[src/sv/wchc_pkg.sv]
`default_nettype none

package wchc_pkg;

   localparam int ACC_W      = 40;
   localparam int FRAC_BITS  = 32;
   localparam int FRAC_W     = FRAC_BITS + 1;
   localparam int WGT_W      = 16;
   localparam int CH_W       = 8;
   localparam int IDX_W      = 15;
   localparam int WIDE_IDX_W = 3 * CH_W;
   localparam int SHIFT_W    = 3;
   localparam int KIND_W     = 2;
   localparam int CSR_ADDR_W = 3;
   localparam int CSR_DATA_W = 32;

   localparam logic [ACC_W-1:0] ACC_MAX = '1;

   // request codes
   localparam logic [KIND_W-1:0] REQ_ACCUM = 2'd0;
   localparam logic [KIND_W-1:0] REQ_READ  = 2'd1;
   localparam logic [KIND_W-1:0] REQ_CLEAR = 2'd2;

   // register word indexes
   localparam logic [CSR_ADDR_W-3:0] CSR_BIN_SHIFT = 1'b0;

   localparam logic [SHIFT_W-1:0] BIN_SHIFT_RESET = 3'd3;

   typedef struct packed {
      logic [KIND_W-1:0] req_type;
      logic [CH_W-1:0]   red;
      logic [CH_W-1:0]   green;
      logic [CH_W-1:0]   blue;
      logic [WGT_W-1:0]  weight;
      logic [IDX_W-1:0]  bin_index;
   } req_payload_type;

   typedef struct packed {
      logic [FRAC_W-1:0] bin_fraction;
      logic              zero_total;
   } rsp_payload_type;

   typedef struct packed {
      logic start;
      logic zero;
      logic take;
   } div_cmd_type;

   typedef struct packed {
      logic busy;
      logic done;
   } div_status_type;

endpackage

`default_nettype wire

[src/sv/wchc_frac_div.sv]
`default_nettype none

module wchc_frac_div (
   input  wire logic                       clock,
   input  wire logic                       reset,
   input  wire wchc_pkg::div_cmd_type      cmd,
   input  wire logic [wchc_pkg::ACC_W-1:0] num,
   input  wire logic [wchc_pkg::ACC_W-1:0] den,
   output wchc_pkg::div_status_type        status,
   output wchc_pkg::rsp_payload_type       result
);
   import wchc_pkg::*;

   localparam int STEP_W = $clog2(FRAC_BITS);

   typedef enum logic [2:0] {
      DIV_IDLE = 3'b001,
      DIV_RUN  = 3'b010,
      DIV_DONE = 3'b100
   } div_state_type;

   div_state_type       state_ff, state_in;
   logic [STEP_W-1:0]   step_ff, step_in;
   logic [ACC_W-1:0]    rem_ff, rem_in;
   logic [ACC_W-1:0]    den_ff, den_in;
   logic [FRAC_W-1:0]   quo_ff, quo_in;
   logic                zero_ff, zero_in;
   logic [ACC_W:0]      rem_dbl;
   logic [ACC_W:0]      rem_sub;
   logic                fits;
   logic                first_bit;

   // restoring division, one quotient bit a cycle
   always_comb begin
      rem_dbl   = {rem_ff, 1'b0};
      rem_sub   = rem_dbl - {1'b0, den_ff};
      fits      = rem_dbl >= {1'b0, den_ff};
      first_bit = num >= den;
      state_in  = state_ff;
      step_in   = step_ff;
      rem_in    = rem_ff;
      den_in    = den_ff;
      quo_in    = quo_ff;
      zero_in   = zero_ff;
      unique case (state_ff)
         DIV_IDLE: begin
            if (cmd.start) begin
               den_in  = den;
               zero_in = cmd.zero;
               step_in = '0;
               if (cmd.zero) begin
                  quo_in   = '0;
                  rem_in   = '0;
                  state_in = DIV_DONE;
               end else begin
                  quo_in   = {{FRAC_BITS{1'b0}}, first_bit};
                  rem_in   = first_bit ? '0 : num;
                  state_in = DIV_RUN;
               end
            end
         end
         DIV_RUN: begin
            rem_in  = fits ? rem_sub[ACC_W-1:0] : rem_dbl[ACC_W-1:0];
            quo_in  = {quo_ff[FRAC_W-2:0], fits};
            step_in = step_ff + 1'b1;
            if (&step_ff) begin
               state_in = DIV_DONE;
            end
         end
         DIV_DONE: begin
            if (cmd.take) begin
               state_in = DIV_IDLE;
            end
         end
         default: begin
            state_in = DIV_IDLE;
         end
      endcase
   end

   always_ff @(posedge clock) begin
      if (reset) begin
         state_ff <= DIV_IDLE;
         step_ff  <= '0;
      end else begin
         state_ff <= state_in;
         step_ff  <= step_in;
      end
   end

   always_ff @(posedge clock) begin
      rem_ff  <= rem_in;
      den_ff  <= den_in;
      quo_ff  <= quo_in;
      zero_ff <= zero_in;
   end

   assign status.busy          = (state_ff != DIV_IDLE);
   assign status.done          = (state_ff == DIV_DONE);
   assign result.bin_fraction  = quo_ff;
   assign result.zero_total    = zero_ff;

endmodule

`default_nettype wire

[config.mk]
export PLATFORM = sky130hd
export DESIGN_NAME = wchc_frac_div
export DESIGN_NICKNAME = d
export VERILOG_FILES = /design/src/sv/wchc_pkg.sv /design/src/sv/wchc_frac_div.sv
export SDC_FILE = /design/constraint.sdc
export NUM_CORES = 1
export LEC_CHECK = 0
export BUFFER_PORTS_ARGS = -buffer_cell sky130_fd_sc_hd__clkbuf_2
export CORE_AREA = 8 8 91 175
export DETAILED_ROUTE_END_ITERATION = 10
export DIE_AREA = 0 0 99 183
export GPL_TIMING_DRIVEN = 0
export PLACE_DENSITY = 0.86
export SKIP_CTS_REPAIR_TIMING = 1
export SYNTH_ARGS = -nofsm -noshare
export SYNTH_HDL_FRONTEND = slang
export SYNTH_SLANG_ARGS = --single-unit
export TNS_END_PERCENT = 50
[constraint.sdc]
create_clock -name clock -period 13.9 [get_ports clock]
set_clock_uncertainty 0.1 [all_clocks]
set_input_delay 2.085 -clock clock [delete_from_list [all_inputs] [get_ports clock]]
set_output_delay 2.085 -clock clock [all_outputs]
set_load 0.02 [all_outputs]
### Word level (Yosys, flattened, before mapping)

Cells that the tools add are included.
Widths: inputs -> output; s select.

| word-level totals | value |
|---|---|
| bits in registers | 122 |
| bits in latches | 0 |
| memory bits (writable) | 0 |
| bits in read-only memories | 0 |
| output and inout bits | 36 |
| word-level logic and storage cells | 37 |
| memories | 0 |

| cells by class | value |
|---|---|
| add/subtract/negate cells | 2 |
| multipliers | 0 |
| div/mod/pow operators | 0 |
| order comparisons | 2 |
| eq/ne operators | 7 |
| shift operators | 0 |
| mux-type cells | 15 |
| bitwise operators | 0 |
| reductions and logical operators | 5 |

Operators by type and width:

| kind | count |
|---|---|
| $mux 40 | 4 |
| $pmux 40 s2 | 1 |
| $pmux 33 s2 | 1 |
| $ge 41x40->1 | 1 |
| $ge 40x40->1 | 1 |
| $sub 40x40->40 | 1 |
| $mux 33 | 1 |
| $mux 3 | 4 |
| $pmux 5 s2 | 1 |
| $pmux 3 s3 | 1 |
| $ne 2x2->1 const B | 3 |
| $add 5x1->5 const B | 1 |
| $mux 5 | 1 |
| $reduce_and 5->1 | 1 |
| $reduce_and 2->1 | 2 |
| $eq 3x1->1 const B | 1 |
| $eq 3x2->1 const B | 1 |
| $eq 3x3->1 const B | 1 |
| $ne 3x1->1 const B | 1 |
| $reduce_and 3->1 | 1 |
| $reduce_bool 2->1 | 1 |
| $mux 1 | 1 |

### Longest topological paths before layout

| depth | value |
|---|---|
| depth after elaboration | 5 |
| mapped depth | 15 |

### Worst setup path before layout

No wires, ideal clock.

| timing | value |
|---|---|
| path kind | input to register |
| from | input cmd[2] (netlist bit) |
| to | register quo_ff[0] (enable) |
| library setup time | 0.426 ns |
| data arrival time | 8.597 ns |
| path slack | 4.777 ns |
| stages on the path | 3 |
| path buffers | 0 |
| cell sequence | nor4bb_1 -> nor2_1 -> inv_1 |

| between the ends | value |
|---|---|
| longest elaborated chain between the ends | 2 |

Ends and longest elaborated chain:

| item | line | RTL |
|---|---|---|
| from (decl) | wchc_frac_div.sv:6 | `input wire wchc_pkg::div_cmd_type cmd,` |
| $ne 2x2->1 (no line) | -- |  |
| $reduce_and 2->1 (no line) | -- |  |
| to (signal assigned) | wchc_frac_div.sv:94 | `quo_ff <= quo_in;` |
| to (decl) | wchc_frac_div.sv:26 | `logic [FRAC_W-1:0] quo_ff, quo_in;` |

Every way passes these cells.
A chain may end at the register's enable or synchronous reset.

### Worst setup path after layout

| timing | value |
|---|---|
| from | input num[0] (netlist bit) |
| to | register rem_ff[15] (data pin) |

| between the ends | value |
|---|---|
| longest elaborated chain between the ends | 5 |

Ends and longest elaborated chain:

| item | line | RTL |
|---|---|---|
| from (decl) | wchc_frac_div.sv:7 | `input wire logic [wchc_pkg::ACC_W-1:0] num,` |
| $ge 40x40->1 | wchc_frac_div.sv:38 | `first_bit = num >= den;` |
| $mux 40 | wchc_frac_div.sv:57 | `rem_in = first_bit ? '0 : num;` |
| $mux 40 | wchc_frac_div.sv:51 | `if (cmd.zero) begin` |
| $mux 40 | wchc_frac_div.sv:47 | `if (cmd.start) begin` |
| $pmux 40 s2 | wchc_frac_div.sv:45 | `unique case (state_ff)` |
| net rem_in[15] | wchc_frac_div.sv:24 | `logic [ACC_W-1:0] rem_ff, rem_in;` |
| to (signal assigned) | wchc_frac_div.sv:92 | `rem_ff <= rem_in;` |
| to (decl) | wchc_frac_div.sv:24 |  |

The timed path passes the listed nets, and every way through them passes these cells. The select of a mux whose other input is x is not followed.

==> impl_metrics.env <==
export IMPL_die_w_um=99
export IMPL_finalInstanceArea_um2=9850
export IMPL_worst_path_max_fanout=10
export IMPL_slowest_stage="clkbuf_1"
export IMPL_synthDistinctLibCells=65
export IMPL_crit_family="compound AO/OA/AOI/OAI gates"
export IMPL_synth_area_um2=8410
export IMPL_synth_cells=871
export IMPL_vdd_ir_drop_max_mv=0.0906
export IMPL_ys_warn_count=0
export IMPL_yosysTopAreaCell="edfxtp_1"
export IMPL_seq_area_frac_synth_pct=42.6
export IMPL_tightest_slew_ns=0.952
export IMPL_grt_max_degree=74
export IMPL_routed_wl_um=23900
export IMPL_yosys_area_top_type_share_pct=40.7
export IMPL_fin_setup_tns_ns=0
export IMPL_maxCapViolations=0
export IMPL_drv_slew=0
export IMPL_clockBufferDepth=2
export IMPL_end_kind="register"
export IMPL_cpMostUsedCell="o21ai_1"
export IMPL_grt_overflow_total=0
export IMPL_dp_hpwl_um=18200
export IMPL_cts_tree="done"
export IMPL_synth_seq_cells=122
export IMPL_clk_pin_slew_ns=0.06
export IMPL_syn_to_final_growth_pct=17.1
export IMPL_ant_nets=0
export IMPL_clkLatencyLatePin_ns=0.42
export IMPL_setup_viol=0
export IMPL_hold_viol=0
export IMPL_die_area_um2=18100
export IMPL_rows=61
export IMPL_cts_sinks=122
export IMPL_relSlewSlack_pct=36.6
export IMPL_vias=7307
export IMPL_num_io_pins=121
export IMPL_power_density_nw_per_um2=124
export IMPL_fin_ws_ns=8.77
export IMPL_synth_main_ff_cell="edfxtp_1"
export IMPL_cts_root_buf="clkbuf_16"
export IMPL_placed_area_um2=9260
export IMPL_fmax_ghz=0.195
export IMPL_drc=0
export IMPL_wire_per_inst_um=20.2
export IMPL_grt_pass1_vias=7577
export IMPL_synth_edf_count=114
export IMPL_antenna_found_initial=1
export IMPL_cts_buffers_inserted=17
export IMPL_critical_path_required_ns=14.07
export IMPL_worst_setup_path_type="in2reg"
export IMPL_syn_num_nets=1039
export IMPL_start_util_pct=61.6
export IMPL_layout_drive_gt1_share_pct=17.7
export IMPL_ys_top_cells_by_area="edfxtp_1 (41%), ha_1 (12%), inv_1 (4.1%), nand2_1 (3.9%), a21o_1 (3.7%)"
export IMPL_path_cells="clkbuf_2 -> inv_1 -> ha_1 -> nand2b_1 -> a21o_1 -> a211oi_1 -> o21ai_0 -> a21oi_1 -> o21ai_1 -> nor3_1 -> clkbuf_1 -> nand2_1 -> o21ai_1"
export IMPL_pre_cts_slack_ns=8.41
export IMPL_syn_area_per_cell_um2=9.66
export IMPL_gp_congestion=0.947
export IMPL_crit_arrival_ns=5.30
export IMPL_slowest_delay_ns=0.60
export IMPL_port_buffers=119
export IMPL_die_h_um=183
export IMPL_nets=1180
export IMPL_drtIter0Drc=534
export IMPL_grt_pass1_wl_um=37600
export IMPL_fin_crit_ns=5.13
export IMPL_rsz0062_at_grt="false"
export IMPL_total_power_mw=1.22
export IMPL_core_area_um2=13700
export IMPL_vias_per_cell=6.18
export IMPL_status="finished clean"
export IMPL_start_kind="input pin"
export IMPL_hp_class="reg2reg"
export IMPL_htreeDepth=4
export IMPL_async_flop_share_pct=0
export IMPL_crit_buf_inv=3
export IMPL_grt_use_total_pct=26.4
export IMPL_fin_crit_sh_pct=36.9
export IMPL_fin_util_pct=72.1
export IMPL_drt_first_pass_iters=5
export IMPL_power_leakage_nw=4.72
[stage by stage]
stage | cells | hold WS, ns
after floorplan | 871 | 0.329
after global placement | 1147 | 0.348
after detailed placement | 1150 | 0.352
after CTS | 1182 | 0.363
after global routing | 1183 | 0.386
final | 1183 | 0.374
[cell families (layout without fill, tap and decap cells)]
group                      count (synthesis)  count (layout)  share of synthesized area [%]
and+or+nand+nor                          244             244                           14.2
muxes                                     19              19                           2.26
other                                      0               1                              0
adders and majority gates                 83              83                           12.4
xor gates and xnor gates                  36              36                           3.75
DFF                                      122             122                           42.6
AOI/OAI and AO/OA                        234             234                           18.5
buffers and inverters                    133             287                           6.23
[Yosys cell counts (9+ instances only)]
master / instances
a21o_1: 41
a21oi_1: 60
and3_1: 35
clkbuf_1: 29
edfxtp_1: 114
ha_1: 82
inv_1: 91
mux2i_1: 19
nand2_1: 87
nand3_1: 9
nand4_1: 20
nor2_1: 45
nor3_1: 15
o21ai_0: 37
o21ai_1: 22
xnor2_1: 17
xor2_1: 19
[final timing paths]
path	start	end	slack, ns	cells after the start
worst max-delay path	num[0]	rem_ff[15]	8.77	13
worst min register to register	step_ff[3]	step_ff[3]	0.37	1
worst min-delay path	step_ff[3]	step_ff[3]	0.37	1
worst max register to register	rem_ff[9]	rem_ff[32]	10.24	11
[final cells by class]
| type | count | area, µm² |
|---|---|---|
| Multi-Input combinational cell | 616 | 4320 |
| Fill cell | 986 | 3810 |
| Sequential cell | 122 | 3580 |
| Timing Repair Buffer | 122 | 629 |
| Clock buffer | 17 | 425 |
| Inverter | 91 | 344 |
| Tap cell | 157 | 196 |
| Buffer | 42 | 183 |
| Clock inverter | 15 | 166 |
| Antenna cell | 1 | 2.50 |
[registers in the layout, summed over array words and instances (netlist names)]
signal,count
quo_ff,33
den_ff,40
rem_ff,40
step_ff,5
zero_ff,1
state_ff,3
[report_power, final]
| part | internal (mW) | switching, mW | total, mW | leakage, nW |
|---|---|---|---|---|
| Clock | 0.268 | 0.182 | 0.450 | 0.292 |
| Sequential | 0.437 | 0.0140 | 0.451 | 1.18 |
| Combinational | 0.121 | 0.202 | 0.324 | 3.25 |
| Total | 0.826 | 0.399 | 1.22 | 4.72 |
[routing by layer]
layer | track usage, % | up-vias | part of all wire (%)
met5 | 0 | - | 0
met4 | 16.0 | 0 | 4.4
met3 | 4.29 | 67 | 5.6
met2 | 45.5 | 311 | 52
met1 | 29.7 | 3462 | 38
li1 | - | 3467 | -
[layout by cell type, fill, tap and decap left out, drive strengths merged, types with 6 or more instances in the layout]
cell | Yosys | layout
edfxtp | 114 | 114
nand3 | 9 | 9
clkinv | 0 | 7
buf | 13 | 16
inv | 91 | 96
ha | 82 | 82
xor2 | 19 | 19
nor2 | 45 | 45
and3 | 35 | 35
nand2 | 87 | 87
a21oi | 61 | 61
nor3 | 15 | 15
a21o | 41 | 41
o221ai | 6 | 6
nand2b | 8 | 8
o21ai | 59 | 59
a22oi | 8 | 8
mux2i | 19 | 19
clkbuf | 29 | 165
o21a | 7 | 7
xnor2 | 17 | 17
dfxtp | 8 | 8
nand4 | 20 | 20
[worst reg2reg max path, stage by stage, from the launching register on]
cell and delay [ns]:
edfxtp_1 0.39, ha_1 0.30, clkbuf_1 0.20, a21oi_1 0.28, o21ai_1 0.12, nor3_1 0.20, nand3_1 0.11, a21oi_1 0.47
o41ai_2 0.19, nand2_1 0.24, clkbuf_1 0.51, o221ai_1 0.26
Power figures use the tool's default switching activity.
